## src/rtl/spsq_pkg.sv

```systemverilog
// Package for the stable sorted priority queue.
// Holds payload structs, command and status codes, and the cell entry type.
// No dependencies.
package spsq_pkg;

  localparam int DEPTH_DEFAULT = 16;
  localparam int TAG_W = 16;
  localparam int PRIO_W = 8;
  localparam int OCC_W = 5;

  localparam logic CMD_INSERT = 1'b0;
  localparam logic CMD_SERVE = 1'b1;

  localparam logic [1:0] ST_INSERTED = 2'd0;
  localparam logic [1:0] ST_SERVED = 2'd1;
  localparam logic [1:0] ST_EMPTY = 2'd2;
  localparam logic [1:0] ST_FULL = 2'd3;

  typedef struct packed {
    logic              command;
    logic [TAG_W-1:0]  tag;
    logic [PRIO_W-1:0] priority_req;
  } in_t;

  typedef struct packed {
    logic [1:0]        status;
    logic [TAG_W-1:0]  served_tag;
    logic [PRIO_W-1:0] served_priority;
    logic [OCC_W-1:0]  occupancy;
  } out_t;

  typedef struct packed {
    logic              valid;
    logic [TAG_W-1:0]  tag;
    logic [PRIO_W-1:0] prio;
  } entry_t;

  // Broadcast to every cell in the chain for one transaction.
  typedef struct packed {
    logic              insert;
    logic              serve;
    logic [TAG_W-1:0]  new_tag;
    logic [PRIO_W-1:0] new_prio;
  } cell_ctrl_t;

endpackage

```

## src/rtl/spsq_cell.sv

```systemverilog
// One slot of the sorted chain: holds an entry and trades it with its neighbors.
// Depends on spsq_pkg.
module spsq_cell
  import spsq_pkg::*;
(
  input  logic       clk,
  input  logic       rst,
  input  cell_ctrl_t ctrl,
  input  entry_t     left,
  input  logic       left_displaced,
  input  entry_t     right,
  output entry_t     slot,
  output logic       displaced
);

  logic              valid;
  logic [TAG_W-1:0]  tag;
  logic [PRIO_W-1:0] prio;

  assign slot = '{valid: valid, tag: tag, prio: prio};

  // The new entry goes after every held entry of lower or equal priority,
  // so this cell gives way when it is empty or holds a strictly larger value.
  assign displaced = !valid || (prio > ctrl.new_prio);

  always_ff @(posedge clk) begin
    if (rst) begin
      valid <= 1'b0;
    end else if (ctrl.insert && displaced) begin
      valid <= left_displaced ? left.valid : 1'b1;
    end else if (ctrl.serve) begin
      valid <= right.valid;
    end
  end

  always_ff @(posedge clk) begin
    if (ctrl.insert && displaced) begin
      if (left_displaced) begin
        tag  <= left.tag;
        prio <= left.prio;
      end else begin
        tag  <= ctrl.new_tag;
        prio <= ctrl.new_prio;
      end
    end else if (ctrl.serve) begin
      tag  <= right.tag;
      prio <= right.prio;
    end
  end

endmodule

```

## src/rtl/stable_sorted_priority_queue_top.sv

```systemverilog
// Stable sorted priority queue: a chain of DEPTH cells kept in ascending priority order.
// The result of an accepted transaction is registered into the output register.
// One insert or serve per cycle unless out_ready stalls; all cells update in parallel.
// Reset clears all slot valid bits, the occupancy count and the output valid flag.
// Depends on spsq_pkg and spsq_cell.
module stable_sorted_priority_queue_top
  import spsq_pkg::*;
#(
  parameter int DEPTH = DEPTH_DEFAULT
) (
  input  logic clk,
  input  logic rst,
  input  logic in_valid,
  output logic in_ready,
  input  in_t  in_data,
  output logic out_valid,
  input  logic out_ready,
  output out_t out_data
);

  localparam int CNT_W = $clog2(DEPTH + 1);

  entry_t       slots [DEPTH];
  logic         disp  [DEPTH];
  cell_ctrl_t   ctrl;
  logic         accept;
  logic         full;
  logic         empty;
  logic [CNT_W-1:0] count;
  logic [CNT_W-1:0] count_next;
  out_t         result;

  assign in_ready = !out_valid || out_ready;
  assign accept = in_valid && in_ready;
  assign full = slots[DEPTH-1].valid;
  assign empty = !slots[0].valid;

  assign ctrl.insert = accept && (in_data.command == CMD_INSERT) && !full;
  assign ctrl.serve = accept && (in_data.command == CMD_SERVE) && !empty;
  assign ctrl.new_tag = in_data.tag;
  assign ctrl.new_prio = in_data.priority_req;

  for (genvar i = 0; i < DEPTH; i++) begin : g_cell
    entry_t left_e;
    entry_t right_e;
    logic   left_d;

    if (i == 0) begin : g_head
      assign left_e = '0;
      assign left_d = 1'b0;
    end else begin : g_mid
      assign left_e = slots[i-1];
      assign left_d = disp[i-1];
    end

    if (i == DEPTH - 1) begin : g_tail
      assign right_e = '0;
    end else begin : g_body
      assign right_e = slots[i+1];
    end

    spsq_cell u_cell (
      .clk            (clk),
      .rst            (rst),
      .ctrl           (ctrl),
      .left           (left_e),
      .left_displaced (left_d),
      .right          (right_e),
      .slot           (slots[i]),
      .displaced      (disp[i])
    );
  end

  always_comb begin
    count_next = count;
    result = '0;
    if (in_data.command == CMD_INSERT) begin
      if (full) begin
        result.status = ST_FULL;
      end else begin
        result.status = ST_INSERTED;
        count_next = count + CNT_W'(1);
      end
    end else begin
      if (empty) begin
        result.status = ST_EMPTY;
      end else begin
        result.status = ST_SERVED;
        result.served_tag = slots[0].tag;
        result.served_priority = slots[0].prio;
        count_next = count - CNT_W'(1);
      end
    end
    result.occupancy = OCC_W'(count_next);
  end

  always_ff @(posedge clk) begin
    if (rst) begin
      count     <= '0;
      out_valid <= 1'b0;
    end else begin
      if (accept) begin
        count     <= count_next;
        out_valid <= 1'b1;
      end else if (out_ready) begin
        out_valid <= 1'b0;
      end
    end
  end

  always_ff @(posedge clk) begin
    if (accept) begin
      out_data <= result;
    end
  end

endmodule
```

## config.mk

```make
export PLATFORM = sky130hd
export DESIGN_NAME = stable_sorted_priority_queue_top
export DESIGN_NICKNAME = d
export VERILOG_FILES = /design/src/rtl/spsq_pkg.sv /design/src/rtl/spsq_cell.sv /design/src/rtl/stable_sorted_priority_queue_top.sv
export SDC_FILE = /design/constraint.sdc
export NUM_CORES = 1
export LEC_CHECK = 0
export BUFFER_PORTS_ARGS = -buffer_cell sky130_fd_sc_hd__buf_2
export CAP_MARGIN = 10
export CORE_MARGIN = 5
export CORE_UTILIZATION = 40
export DETAILED_ROUTE_END_ITERATION = 8
export PLACE_DENSITY = 0.58
export SYNTH_ARGS = -nofsm -noshare
export SYNTH_HDL_FRONTEND = slang
export SYNTH_SLANG_ARGS = --single-unit
```

## constraint.sdc

```tcl
create_clock -name clk -period 3.6 [get_ports clk]
set_input_delay 0 -clock clk [delete_from_list [all_inputs] [get_ports clk]]
set_output_delay 0 -clock clk [all_outputs]
set_load 0.01 [all_outputs]
```

==> metrics.md <==
| Metric | Value |
|---|---|
| Worst r2r path cells | `8` |
| Cell count after synthesis | `2188` |
| Initial antenna violation count | `0` |
| Placed cells | `2960` |
| Clock Power Share | `38.3%` |
| IO Count | `62` |
| Finished Cell Area | `27900 sq um` |
| Placed cell area | `26100 sq um` |
| Internal Power | `0.00949 W` |
| RSZ-0062 raised after global routing | `no` |
| Die ar. | `66700 sq um` |
| Flop pwr share | `48.8%` |
| Synth Area in XOR/XNOR | `0.213%` |
| Hold_ws | `56.4 ps` |
| Postcts setup bufs | `0` |
| Part of the cycle the worst path needs | `80.4%` |
| Synth Net Count | `2339` |
| Post-synth EDFFs | `415` |
| Vias in the first global route | `16900` |
| Compound-Gate Fraction of Synth Area | `13.9%` |
| Chip Width | `258 microns` |
| Drt pass-1 iters | `5` |
| Hpwl dp | `44200 microns` |
| Setup WS pre-CTS | `571 ps` |
| Slew margin rel. | `37.2%` |
| Gr ovfl total | `0` |
| Fin. Hold Viols | `0` |
| Post-synthesis async set-or-reset flop share | `0%` |
| First-pass GRT wire length | `95900 microns` |
| Critical path startpoint category | `flip-flop` |
| Crit path DAT | `3230 ps` |
| Synth warn | `0` |
| Routed Antenna Nets | `0` |
| Antenna Cells | `0` |
| Status | `completed` |
| CTS buffer count | `50` |
| Synth-to-Final Area Change | `13.0%` |
| Post-synthesis sequential area ratio | `52.3%` |
| Critical Path RT | `3940 ps` |
| Worst IR Drop VDD | `0.389 mV` |
| Final worst slack | `705 ps` |
| # rows | `91` |
| NetSw | `0.00335 W` |
| Avg Cell Area, Syn | `11.3 sq um` |
| Post-Syn Area | `24700 sq um` |
| Clk_skew | `37.2 ps` |
| H-tree depth | `2` |
| Number of port buffers | `61` |
| Worst hold path cell count | `2` |
| Core area | `61400 sq um` |
| CP Capture Type | `flip-flop` |
| Vias | `17100` |
| CP Class | `reg -> reg` |
| Yosys cell types | `59` |
| Main combinational cell family by area after synthesis | `multiplexers` |
| Routed WL | `60600 microns` |
| Pin count of the biggest net entering global routing | `51` |
| Slew @ Worst Pin | `943 ps` |
| Fill cells | `5587` |
| Hold Buf Count CTS | `21` |
| Mux cell area share after synthesis | `15.8%` |
| Simple-gate share of the synthesized area | `7.90%` |
| Overall global routing resource usage | `17.6%` |
| Post-cts sizing count | `0` |
| DR iter-0 viols | `1379` |
| Main flop type after synthesis | `edfxtp_1` |
| TNS Setup | `0 ps` |
| Max Fclk | `345 MHz` |
| # DRC | `0` |
| Period minus WS final | `2890 ps` |
| Slew Limit Fails | `0` |
| Die Y | `258 microns` |
| Max FO, Critical Path | `14` |
| Lkg Pwr | `9.92 nW` |
| Adder-cell area share of the yosys netlist | `6.19%` |
| Setup violations, final | `0` |
| Sw Ratio | `26.1%` |
| Drt wl/cell | `19.7 microns` |
| Initial Utilization | `40.2%` |
| Non-Filler Instances | `3073` |
| CTS tree | `built` |
| Share of cells above drive strength 1 | `13.6%` |
| Final nets | `2394` |
| Worst-path clk slew | `60 ps` |
| Bufs on Longest Clock Path | `3` |
| Seq cells post-synth | `437` |
| Clock latency on the worst-skew pair | `610 ps` |
| Max-cap violations | `0` |
| DR vias/cell | `5.56` |
| Sink Count | `437` |
| RD Place Congestion | `0.856` |
| Power Dens Cells | `461 nW/um^2` |
| Combinational fraction of design power | `12.8%` |
| CTS root buffer | `clkbuf_16` |
| Worst hold-check path type | `in -> reg` |
-- state kept, by name, summed over array words and instances (netlist names) --
signal	cells
g_cell.u_cell.tag	256
g_cell.u_cell.prio	128
out_data	31
g_cell.u_cell.valid	16
count	5
out_valid	1
-- cells in the mapped netlist (2+ instances only) --
cell type / count / area share [%]
or2_2: 2 / 0.051
o31ai_4: 7 / 0.60
or3_1: 10 / 0.25
o311ai_1: 3 / 0.11
xnor2_1: 4 / 0.14
and3_1: 23 / 0.58
a21oi_1: 68 / 1.4
o21ai_1: 59 / 1.2
nor2b_1: 17 / 0.43
o21ai_0: 402 / 8.2
o31ai_1: 3 / 0.091
dfxtp_1: 22 / 1.8
buf_4: 17 / 0.52
nand2b_1: 13 / 0.33
mux2i_1: 312 / 13
nor2_1: 27 / 0.41
inv_1: 36 / 0.55
mux2_4: 11 / 0.67
mux2_2: 54 / 2.5
o31ai_2: 5 / 0.25
xor2_1: 2 / 0.071
o21bai_1: 6 / 0.18
buf_2: 29 / 0.59
o221a_2: 2 / 0.091
buf_6: 7 / 0.32
nand4_1: 23 / 0.58
o2bb2a_1: 4 / 0.16
a311oi_1: 4 / 0.14
ha_1: 122 / 6.2
nand2_1: 270 / 4.1
or2_0: 3 / 0.076
a211oi_1: 13 / 0.40
o311ai_2: 2 / 0.13
o211ai_1: 13 / 0.40
edfxtp_1: 415 / 51
o22a_1: 4 / 0.14
clkbuf_1: 110 / 1.7
nand3_1: 41 / 0.83
a41oi_1: 2 / 0.071
clkbuf_2: 2 / 0.041
-- metal layers --
metal / vias up / GRT usage (%) / part of all wire (%)
met4: 0 / 4.07 / 1.9
met2: 467 / 28.8 / 46
met1: 8243 / 24.9 / 47
li1: 8314 / - / -
met5: - / 0 / 0
met3: 77 / 2.77 / 5.3
-- power by group through the flow --
stage                     registers [W]  logic (W)  clock network [W]
after floorplan                 0.00628    0.00113                  0
after global placement          0.00636    0.00157                  0
after detailed placement        0.00636    0.00163                  0
after CTS                       0.00627    0.00166            0.00505
after global routing            0.00630    0.00186            0.00528
final                           0.00627    0.00165            0.00492
-- worst max-delay path: stages (launching register included) --
cell	delay (ps)
edfxtp_1	420
ha_1	300
nor2b_1	140
o21bai_1	130
a21oi_1	160
o31ai_4	790
buf_4	360
mux2i_1	230
o21ai_0	100
-- cell type report --
| type | count | area, sq um | area share [%] |
|---|---|---|---|
| tap | 790 | 988 | 3.55 |
| timing repair buffer | 169 | 1240 | 4.46 |
| clock buffer | 68 | 1330 | 4.77 |
| multi-input combinational | 1549 | 11000 | 39.6 |
| clock inverter | 24 | 249 | 0.893 |
| sequential | 437 | 12900 | 46.3 |
| inverter | 36 | 135 | 0.485 |
-- placed cells by master, fill, tap and decap left out, drive strengths merged, types with 2 or more instances in the layout --
master and count:
a211oi 13, a21oi 70, a311oi 4, a41oi 2, and3 23, buf 148, bufinv 3, clkbuf 68
clkinv 20, dfxtp 22, dlygate4sd3 21, edfxtp 415, ha 122, inv 36, mux2 65, mux2i 312
nand2 270, nand2b 13, nand3 42, nand4 23, nor2 28, nor2b 17, nor3 2, o211ai 13
o21ai 461, o21bai 6, o221a 2, o22a 4, o22ai 2, o2bb2a 4, o311ai 6, o31ai 15
or2 6, or3 10, xnor2 4, xor2 2
-- per-stage QoR --
stage | utilization, % | total power (W)
6_report | 45.4 | 0.0128
5_1_grt | 45.4 | 0.0134
4_1_cts | 45.4 | 0.0130
3_5_place_dp | 42.5 | 0.00800
3_3_place_gp | 42.5 | 0.00793
2_1_floorplan | - | 0.00741
-- worst paths after layout --
kind	end	startpoint	slack [ps]
max	g_cell[8].u_cell.tag[0]	g_cell[7].u_cell.prio[1]	710
max reg2reg	g_cell[8].u_cell.tag[0]	g_cell[7].u_cell.prio[1]	710
min reg2reg	count[4]	count[4]	470
min	out_data[29]	in_data[24]	60
-- cell families (layout without fill, tap and decap cells) --
| group | count (synthesis) | in the layout |
|---|---|---|
| flip-flops | 437 | 437 |
| multiplexers | 377 | 377 |
| buffers and inverters | 202 | 297 |
| AND/OR/NAND/NOR | 436 | 436 |
| adder cells (fa/ha/maj) | 122 | 122 |
| XOR/XNOR | 6 | 6 |
| AO/OA/AOI/OAI | 608 | 608 |
(Power assumes the default switching activity.)
